--- src/qalu_pkg.sv ---
// shared types and constants for the q16 fixed point unit
package qalu_pkg;

	localparam int FRAC_BITS = 16;
	localparam int DW = 32;
	// dividend magnitude width: |a| shifted left by the fraction bits
	localparam int NW = DW + FRAC_BITS;
	// one quotient bit per cell
	localparam int NCELL = NW;

	typedef enum logic [1:0] {
		OP_MUL = 2'd0,
		OP_DIV = 2'd1,
		OP_CONV = 2'd2,
		OP_ABS = 2'd3
	} op_t;

	// item traveling along the cell row
	typedef struct packed {
		logic          vld;
		logic [31:0]   res;
		logic          ovf;
		logic          dz;
		logic          is_div;
		logic          neg;
		logic [NW-1:0] num;
		logic [DW:0]   rem;
		logic [NW-1:0] quo;
		logic [DW-1:0] den;
	} cell_t;

endpackage

--- src/qalu_cell.sv ---
// one restoring-division cell: produces one quotient bit per beat
module qalu_cell
	import qalu_pkg::*;
(
	input  logic  clk,
	input  logic  arst_n,
	input  logic  en,
	input  cell_t din,
	output cell_t dout
);

	cell_t nxt;
	logic [DW:0] trial;
	logic [DW+1:0] diff;

	// shift in next dividend bit and try subtracting
	always_comb begin
		nxt = din;
		trial = {din.rem[DW-1:0], din.num[NW-1]};
		diff = {1'b0, trial} - {2'b00, din.den};
		nxt.num = {din.num[NW-2:0], 1'b0};
		if (!diff[DW+1]) begin
			nxt.rem = diff[DW:0];
			nxt.quo = {din.quo[NW-2:0], 1'b1};
		end else begin
			nxt.rem = trial;
			nxt.quo = {din.quo[NW-2:0], 1'b0};
		end
	end

	// hand the beat to the next cell
	always_ff @(posedge clk or negedge arst_n) begin
		if (!arst_n) begin
			dout.vld <= 1'b0;
		end else if (en) begin
			dout <= nxt;
		end
	end

endmodule

--- config.mk ---
export PLATFORM = sky130hd
export DESIGN_NAME = qalu_cell
export DESIGN_NICKNAME = d
export VERILOG_FILES = /design/src/qalu_pkg.sv /design/src/qalu_cell.sv
export SDC_FILE = /design/constraint.sdc
export NUM_CORES = 1
export LEC_CHECK = 0
export BUFFER_PORTS_ARGS = -buffer_cell sky130_fd_sc_hd__buf_2
export CORE_AREA = 2 2 156 158
export DETAILED_ROUTE_END_ITERATION = 10
export DIE_AREA = 0 0 158 160
export PLACE_DENSITY = 0.6
export SYNTH_ARGS = -nofsm -noshare
export SYNTH_HDL_FRONTEND = slang
export SYNTH_SLANG_ARGS = --single-unit
--- constraint.sdc ---
create_clock -name clk -period 1.54 [get_ports clk]
set_input_delay 0.308 -clock clk [delete_from_list [all_inputs] [get_ports clk]]
set_output_delay 0.308 -clock clk [all_outputs]
set_load 0.005 [all_outputs]
==> flow_summary_export.csv <==
group,metric,value,unit
global_routing,antenna_found_initial,10,
detailed_routing,dr.pass1.iters,5,
logic_synthesis,yosysTopAreaCellShare,70.35,%
cts,cts_root_buf,"clkbuf_16",
sta,postLayoutSetupSlackWorst,-935.6,ps
logic_synthesis,yosysWarnings,0,
die,fp.dieW,158,um
global_routing,grt_pass1_vias,6580,
die,rows,57,
power,peakVddDrop,0.0006298,V
power,p_total,13870,uW
finish,drive_above_1_share,59.91,%
logic_synthesis,synth.cell_area,0.008367,mm2
global_routing,overflow,0,
logic_synthesis,synth_nets,756,
global_routing,grt_pass1_wl,38590,um
logic_synthesis,postSynthAreaPerCell,16.03,um2
detailed_routing,drtAntennaViolNets,0,
sta,period_share,160.8,%
cts,cts-htree-levels,4,
logic_synthesis,synth_top_area_cell,"edfxtp_1",
die,die-area,0.02528,mm2
placement,numPortBuffers,395,
detailed_routing,via_per_inst,4.587,
worst_setup_path,worstPathArrival,2660,ps
detailed_routing,dr_wl_met3,1903,um
power,swShare,26.90,%
placement,dpl.hpwl,21030,um
power,power_leakage,0.005832,uW
sta,hold_violations,0,
detailed_routing,drt_iter0_markers,396,
worst_setup_path,cp-start-kind,"input pin",
finish,num-fill-cells,2109,
finish,top_register,"dout",
hold_path,min-delay-path-class,"in2reg",
placement,place.gp.congestion,0.8240,
finish,fin_nets,1296,
logic_synthesis,synth_cell_types,59,
detailed_routing,met1_length,10460,um
finish,largest_register_ffs,197,
cts,clock-sinks,197,
logic_synthesis,synth_edf_count,196,
sta,setup_viol,34,
sta,period_needed,2476,ps
power,combPwrFrac,20.1,%
detailed_routing,wirelength,26940,um
logic_synthesis,synthTopCellsByArea,"edfxtp_1 70%, mux2_4 4.8%, ha_1 4.8%",
finish,area_growth,53.87,%
power,switchingPower,3732,uW
cts,cts_tree,"done",
worst_setup_path,crit_type,"in2reg",
worst_setup_path,crit_fanout,7,
cts,clk_pin_slew,80,ps
die,io_pins,399,
flow_run,maxCapViolCount,0,
finish,top_regs,"dout x197",
global_routing,grt_util_all_layers,20.62,%
cts,cts_made_buffers,17,
power,clockPowerShare,33.2,%
worst_setup_path,worstSetupEndpointType,"flop",
sta,max_freq,0.4039,GHz
logic_synthesis,ys_ff_latch,197,
sta,tightestPinTransition,491.9,ps
detailed_routing,wl_per_cell,19.17,um
sta,slew_headroom,66.95,%
detailed_routing,drc_errors,0,
logic_synthesis,ys_async_sr_fraction,0.5076,%
worst_setup_path,worstPathRequired,1730,ps
placement,place_ws,-1566,ps
placement,placed_area,0.01180,mm2
logic_synthesis,postSynthCellCount,522,
sta,clock_skew,0,ps
detailed_routing,top_layer,"met5",
power,p_seq_share,46.7,%
cts,ctsLongestPathBuffers,2,
logic_synthesis,synth-seq-area-share,70.64,%
sta,rsz0062_at_grt,"true",
sta,drv_slew,0,
outcome,violations,"setup timing",
logic_synthesis,ys_dominant_reg_cell,"edfxtp_1",
cts,clkLatencyLatePin,440,ps
global_routing,grt_max_degree,35,
detailed_routing,met2_length,13950,um
sta,setup_tns,-30270,ps
power,power.density,1077,mW/mm2
detailed_routing,via_count,6445,
outcome,status,"complete, but fails checks",
die,coreArea,0.02382,mm2
die,initial_utilization,35.12,%
finish,fin_area,0.01287,mm2
power,p_int,10140,uW
die,die_y,160,um
layer usage:
layer | global-route usage [%] | vias to the layer above
met1 | 23.67 | 3089
met2 | 37.00 | 240
met3 | 5.617 | 40
met5 | 0 | -
li1 | - | 3070
met4 | 6.552 | 6
worst max-delay path, stage by stage:
cell and delay (ps):
buf_12 110, inv_16 40, ha_4 180, nor2b_4 120, o31a_1 290, o2111ai_4 220, a21oi_2 100, a21o_1 190
a41o_1 250, o31ai_4 250, inv_4 120, clkbuf_16 200, mux2_4 290
worst paths after layout:
check                                 startpoint               endpoint  slack [ps]  cells after the start
setup / recovery                          din[1]     dout[94]$_DFFE_PP_        -940                     13
hold / removal                           din[59]     dout[60]$_DFFE_PP_          40                      1
setup reg to reg           dout[197]$_DFFE_PN0P_  dout[197]$_DFFE_PN0P_         800                      1
hold reg to reg            dout[197]$_DFFE_PN0P_  dout[197]$_DFFE_PN0P_         520                      1
max in group asynchronous                 arst_n  dout[197]$_DFFE_PN0P_        1220                      2
min in group asynchronous                 arst_n  dout[197]$_DFFE_PN0P_         230                      2
cell usage after synthesis (3+ instances only):
cell type  instances
a21o_1            21
and3_1             6
nand2_1           12
nand4_1            6
a21boi_0           5
xor2_1            10
buf_6              3
edfxtp_1         196
and2_1             3
o21bai_1           3
mux2_2             3
nor2_1            18
o21a_1             3
a31oi_1            4
o21ai_0           18
nand3_1            8
mux2_4            27
xnor2_1           19
a21oi_1           25
ha_1              32
clkbuf_1          10
inv_1             42
kinds of logic (layout without fill, tap and decap cells):
kind of cell             Yosys count  in the layout  share of synthesized area [%]
buffers and inverters             58            611                          2.931
adder cells (fa/ha/maj)           33             33                          5.025
XOR/XNOR                          29             29                          3.036
AO/OA/AOI/OAI                    105            105                          8.688
other                              1              7                        0.04482
multiplexers                      33             33                          5.623
AND/OR/NAND/NOR                   66             66                          4.008
flip-flops                       197            197                          70.64
per-stage QoR:
stage                     std cells  util (%)  hold slack, ps
final                          1405     54.04           36.18
after global routing           1400     53.99           13.02
after CTS                      1394     53.55           19.86
after detailed placement       1350     49.54           101.7
after global placement         1350     49.54           92.09
after floorplan                 522         -           12.41
cell type report:
| class | count | area (um2) | share of cell area [%] |
|---|---|---|---|
| Tap cell | 324 | 405.4 | 3.149 |
| Sequential cell | 197 | 5911 | 45.91 |
| Clock buffer | 18 | 429.2 | 3.334 |
| Clock inverter | 14 | 180.2 | 1.400 |
| Multi-Input combinational cell | 267 | 2507 | 19.48 |
| Antenna cell | 6 | 15.01 | 0.1166 |
| Inverter | 43 | 185.2 | 1.438 |
| Timing Repair Buffer | 536 | 3241 | 25.17 |
placed cells by master, fill, tap and decap left out, types with 9 or more instances in the layout:
master,netlist,final
ha_4,0,11
xor2_1,10,10
nand2_1,12,12
a21oi_1,25,20
nor2_1,18,18
xnor2_1,19,19
buf_12,0,9
a21o_1,21,21
clkbuf_16,0,18
mux2_4,27,30
buf_4,1,125
edfxtp_1,196,196
ha_1,32,20
buf_6,3,10
inv_1,42,34
o21ai_0,18,17
buf_2,1,389
power groups by stage:
| stage | combinational [uW] | sequential (uW) | clock (uW) |
|---|---|---|---|
| global route | 3010 | 6520 | 4910 |
| global placement | 2530 | 6600 | 0 |
| floorplan | 1130 | 6670 | 0 |
| detailed placement | 2570 | 6600 | 0 |
| CTS | 2750 | 6480 | 4700 |
| finish | 2790 | 6480 | 4600 |
what timing repair did:
| item | in CTS | in global routing |
|---|---|---|
| pin swaps | 25 | 15 |
| hold buffers | 1 | 0 |
| resized for setup | 48 | 10 |
| buffers inserted | 11 | 7 |
| cloned | 1 | 1 |
| endpoints found under the hold margin | 1 | 0 |
| endpoints found under the setup margin | 34 | 34 |
(Power assumes the default switching activity.)
