### config.mk
export PLATFORM = sky130hd
export DESIGN_NAME = qalu_front
export DESIGN_NICKNAME = d
export VERILOG_FILES = /design/src/qalu_pkg.sv /design/src/qalu_front.sv
export SDC_FILE = /design/constraint.sdc
export NUM_CORES = 2
export LEC_CHECK = 0
export BUFFER_PORTS_ARGS = -buffer_cell sky130_fd_sc_hd__buf_2
export CORE_MARGIN = 1.5
export CORE_UTILIZATION = 50
export CTS_CLUSTER_DIAMETER = 200
export DETAILED_ROUTE_END_ITERATION = 8
export MAX_ROUTING_LAYER = met4
export PLACE_DENSITY = 0.65
export SYNTH_ARGS = -nofsm -noshare
export SYNTH_HDL_FRONTEND = slang
export SYNTH_SLANG_ARGS = --single-unit
export TNS_END_PERCENT = 100
### constraint.sdc
create_clock -name clk -period 9.5 [get_ports clk]
set_clock_uncertainty 0.05 [all_clocks]
set_input_delay 1.425 -clock clk [delete_from_list [all_inputs] [get_ports clk]]
set_output_delay 1.425 -clock clk [all_outputs]
set_load 0.1 [all_outputs]
### src/qalu_pkg.sv
// shared types and constants for the q16 fixed point unit
package qalu_pkg;

	localparam int FRAC_BITS = 16;
	localparam int DW = 32;
	// dividend magnitude width: |a| shifted left by the fraction bits
	localparam int NW = DW + FRAC_BITS;
	// one quotient bit per cell
	localparam int NCELL = NW;

	typedef enum logic [1:0] {
		OP_MUL = 2'd0,
		OP_DIV = 2'd1,
		OP_CONV = 2'd2,
		OP_ABS = 2'd3
	} op_t;

	// item traveling along the cell row
	typedef struct packed {
		logic          vld;
		logic [31:0]   res;
		logic          ovf;
		logic          dz;
		logic          is_div;
		logic          neg;
		logic [NW-1:0] num;
		logic [DW:0]   rem;
		logic [NW-1:0] quo;
		logic [DW-1:0] den;
	} cell_t;

endpackage

### src/qalu_front.sv
// front stage: decodes the operation, computes multiply, convert and abs, prepares divide
module qalu_front
	import qalu_pkg::*;
(
	input  logic        clk,
	input  logic        arst_n,
	input  logic        en,
	input  logic        in_vld,
	input  logic [1:0]  operation,
	input  logic [31:0] operand_a,
	input  logic [31:0] operand_b,
	output cell_t       dout
);

	logic [1:0]  op_s1;
	logic [31:0] a_s1;
	logic [31:0] b_s1;
	logic        vld_s1;
	logic signed [63:0] prod_s1;

	// stage one: register operands and product
	always_ff @(posedge clk or negedge arst_n) begin
		if (!arst_n) begin
			vld_s1 <= 1'b0;
		end else if (en) begin
			vld_s1 <= in_vld;
		end
	end

	always_ff @(posedge clk) begin
		if (en) begin
			op_s1 <= operation;
			a_s1 <= operand_a;
			b_s1 <= operand_b;
			prod_s1 <= $signed(operand_a) * $signed(operand_b);
		end
	end

	// multiply result from registered product
	logic signed [63:0] mshift;
	logic        mul_ovf;
	assign mshift = prod_s1 >>> FRAC_BITS;
	assign mul_ovf = (mshift[63:31] != {33{1'b0}}) && (mshift[63:31] != {33{1'b1}});

	// float conversion
	logic        fneg;
	logic [7:0]  fexp;
	logic [23:0] fmant;
	logic signed [9:0] fsh;
	logic [55:0] fmag;
	logic        fbig;
	logic [31:0] conv_res;
	assign fneg = a_s1[31];
	assign fexp = a_s1[30:23];
	assign fmant = {1'b1, a_s1[22:0]};
	assign fsh = $signed({2'b00, fexp}) - 10'sd150 + 10'(FRAC_BITS);
	always_comb begin
		fmag = '0;
		fbig = 1'b0;
		if (fsh <= -10'sd25) begin
			fmag = '0;
		end else if (fsh < 10'sd0) begin
			fmag = 56'(fmant) >> 5'(-fsh);
		end else if (fsh > 10'sd8) begin
			fbig = 1'b1;
		end else begin
			fmag = 56'(fmant) << 4'(fsh);
		end
		if (!fbig) begin
			fbig = fneg ? (fmag > 56'h80000000) : (fmag > 56'h7fffffff);
		end
		if (fbig) begin
			conv_res = fneg ? 32'h80000000 : 32'h7fffffff;
		end else begin
			conv_res = fneg ? 32'(-fmag) : fmag[31:0];
		end
	end

	// abs and divide setup
	logic [31:0] ma;
	logic [31:0] mb;
	assign ma = a_s1[31] ? -a_s1 : a_s1;
	assign mb = b_s1[31] ? -b_s1 : b_s1;

	always_comb begin
		dout = '0;
		dout.vld = vld_s1;
		dout.num = {ma, {FRAC_BITS{1'b0}}};
		dout.den = mb;
		dout.neg = a_s1[31] ^ b_s1[31];
		unique case (op_t'(op_s1))
			OP_MUL: begin
				dout.res = mshift[31:0];
				dout.ovf = mul_ovf;
			end
			OP_DIV: begin
				dout.dz = (b_s1[30:0] == 31'd0);
				dout.is_div = !dout.dz;
			end
			OP_CONV: begin
				dout.res = conv_res;
				dout.ovf = fbig;
			end
			OP_ABS: begin
				dout.res = ma;
				dout.ovf = (a_s1 == 32'h80000000);
			end
			default: dout.res = '0;
		endcase
	end

endmodule

==> flow_metrics.env <==
export IMPL_status="finished, final reports clean"
export IMPL_die_y_microns=306
export IMPL_syn2layout_area_growth_pct=6.12
export IMPL_yosysMostFrequentCell="fa_1"
export IMPL_insertion_delay_ns=0.45
export IMPL_cts_buffers=17
export IMPL_die_w_microns=306
export IMPL_min_path_type="flop to flop"
export IMPL_maxSlewHeadroom_pct=31.4
export IMPL_dp_hpwl_microns=111000
export IMPL_finalSetupTns_ns=0
export IMPL_worstPathMaxFanout=17
export IMPL_hold_viol_final=0
export IMPL_postRouteAntennaNets=0
export IMPL_path_clk_slew_ns=0.06
export IMPL_seq_area_frac_synth_pct=7.53
export IMPL_wl_per_cell_microns=21.6
export IMPL_grt_max_degree=70
export IMPL_portBuffers=170
export IMPL_drt_wl_total_microns=131000
export IMPL_cp_top_family="adder cells"
export IMPL_min_period_over_period_pct=95.9
export IMPL_viasPerCell=5.47
export IMPL_synth_area_per_cell_sq_um=9.51
export IMPL_path_common_cell="fa_1"
export IMPL_ys_seq_elements=115
export IMPL_worstPathArrival_ns=9.25
export IMPL_cts_max_path_buffers=2
export IMPL_cts_tree="built"
export IMPL_max_cap_viol_count=0
export IMPL_grt_overflow_total=0
export IMPL_synth_area_leaders="fa_1, inv_1, edfxtp_1, and2_1, ha_1"
export IMPL_ios=268
export IMPL_coreArea_sq_um=90300
export IMPL_ys_warn_count=0
export IMPL_synth_common_cells="fa_1, inv_1, nand2_1, and2_1, clkbuf_1"
export IMPL_period_needed_ns=9.11
export IMPL_fin_nets=6226
export IMPL_vias=33200
export IMPL_first_iter_violations=2483
export IMPL_crit_required_ns=9.64
export IMPL_syn_area_sq_um=45800
export IMPL_grt_pass1_wl_microns=207000
export IMPL_cts_max_level=4
export IMPL_antenna_found_initial=6
export IMPL_synth_largest_area_cell="fa_1"
export IMPL_slowest_delay_ns=0.58
export IMPL_cp_buffers_inverters=6
export IMPL_synth_cells=4811
export IMPL_die_area_sq_um=93400
export IMPL_crit_slowest_cell="fa_1"
export IMPL_num_rows=110
export IMPL_grt_pass1_vias=35300
export IMPL_fin_hold_ws_ns=0.451
export IMPL_gp_congestion=0.977
export IMPL_drcViolationCount=0
export IMPL_yosys_area_top_type_share_pct=47.3
export IMPL_track_usage_pct=30.2
export IMPL_synth_flop_cell="edfxtp_1"
export IMPL_tightest_slew_ns=1.02
export IMPL_cp_end_kind="flop"
export IMPL_setup_violations=0
export IMPL_post_cts_buffers=0
export IMPL_synth_cell_types=87
export IMPL_startpoint_type="input pin"
export IMPL_first_pass_iters=5
export IMPL_grt_setup_unrepaired="no"
export IMPL_worst_setup_path_type="input pin to flop"
export IMPL_max_freq_mhz=110
export IMPL_ctsRootBufferMaster="clkbuf_16"
export IMPL_initial_core_util_pct=50.7
export IMPL_drive_gt1_share_pct=9.35
export IMPL_synthArstFlopShare_pct=0.870
export IMPL_cts_resized=0
export IMPL_slew_viol_final=0
export IMPL_synth_edf_count=114
export IMPL_clock_sinks=115
export IMPL_cts_hold_fix_buffers=0
## flip-flops by register name, indices dropped and copies added, names as in the netlist
| register | flops |
|---|---|
| prod_s1 | 48 |
| a_s1 | 32 |
| b_s1 | 32 |
| op_s1 | 2 |
| vld_s1 | 1 |
## cell families (layout without fill, tap and decap cells)
kind of cell             after synthesis  in the layout  share of synthesized area [%]
adder cells (fa/ha/maj)             1272           1272                           52.5
other                                  1            105                        0.00819
flip-flops                           115            115                           7.53
AND/OR/NAND/NOR                     1408           1408                           15.6
XOR/XNOR                             144            144                           2.85
AO/OA/AOI/OAI                        377            377                           5.86
multiplexers                          85             85                           3.24
buffers and inverters               1409           1399                           12.4
## area by class of cell
cell class	count	area (sq um)
Antenna cell	8	20.0
Tap cell	1176	1470
Timing Repair Buffer	334	2150
Clock inverter	15	193
Multi-Input combinational cell	3383	37000
Inverter	1033	3880
Clock buffer	17	425
Fill cell	8281	41700
Sequential cell	115	3450
## layout by cell type (no fill, tap or decap), types with 11 or more instances in the layout
cell,instances
a211oi_1,16
a21o_1,36
a21oi_1,88
a221o_1,21
a221oi_1,14
a31oi_1,11
and2_1,512
buf_2,169
buf_4,160
clkbuf_16,17
conb_1,97
edfxtp_1,114
fa_1,1081
ha_1,191
inv_1,1030
mux2_2,15
mux2i_1,21
mux4_2,49
nand2_1,568
nand2b_1,23
nand3_1,36
nand4_1,21
nor2_1,97
nor2b_1,38
nor3_1,37
nor4_1,12
o21ai_0,59
o31ai_1,18
or3_1,14
xnor2_1,111
xor2_1,29
## per-layer routing
layer / up-vias / GRT usage [%] / routed length [microns]
li1: 14500 / - / -
met1: 17300 / 38.0 / 52200
met2: 1256 / 49.5 / 64800
met3: 245 / 3.79 / 7890
met4: 0 / 12.9 / 6390
met5: - / - / 0
## stage by stage
step | utilization, % | instance area [sq um] | setup slack (ns) | cells
final | 53.8 | 48600 | 0.391 | 6081
after detailed placement | 53.1 | 47900 | -0.0119 | 6041
after global routing | 53.8 | 48600 | 0.0712 | 6080
after floorplan | - | 46100 | 0.236 | 4907
after global placement | 53.1 | 47900 | 0.115 | 6041
after CTS | 53.8 | 48500 | 0.476 | 6073
## worst paths after layout
kind	from	slack, ns	cells after the start	to
worst max-delay path	operand_a[15]	0.39	27	prod_s1[56]
worst min-delay path	vld_s1	0.45	1	vld_s1
worst max register to register	vld_s1	8.72	1	vld_s1
worst min register to register	vld_s1	0.45	1	vld_s1
max in group asynchronous	arst_n	8.63	1	vld_s1
min in group asynchronous	arst_n	0.69	1	vld_s1
Power is not shown: default switching activity piles up to over one toggle a cycle in this logic, so the estimate is an artifact.
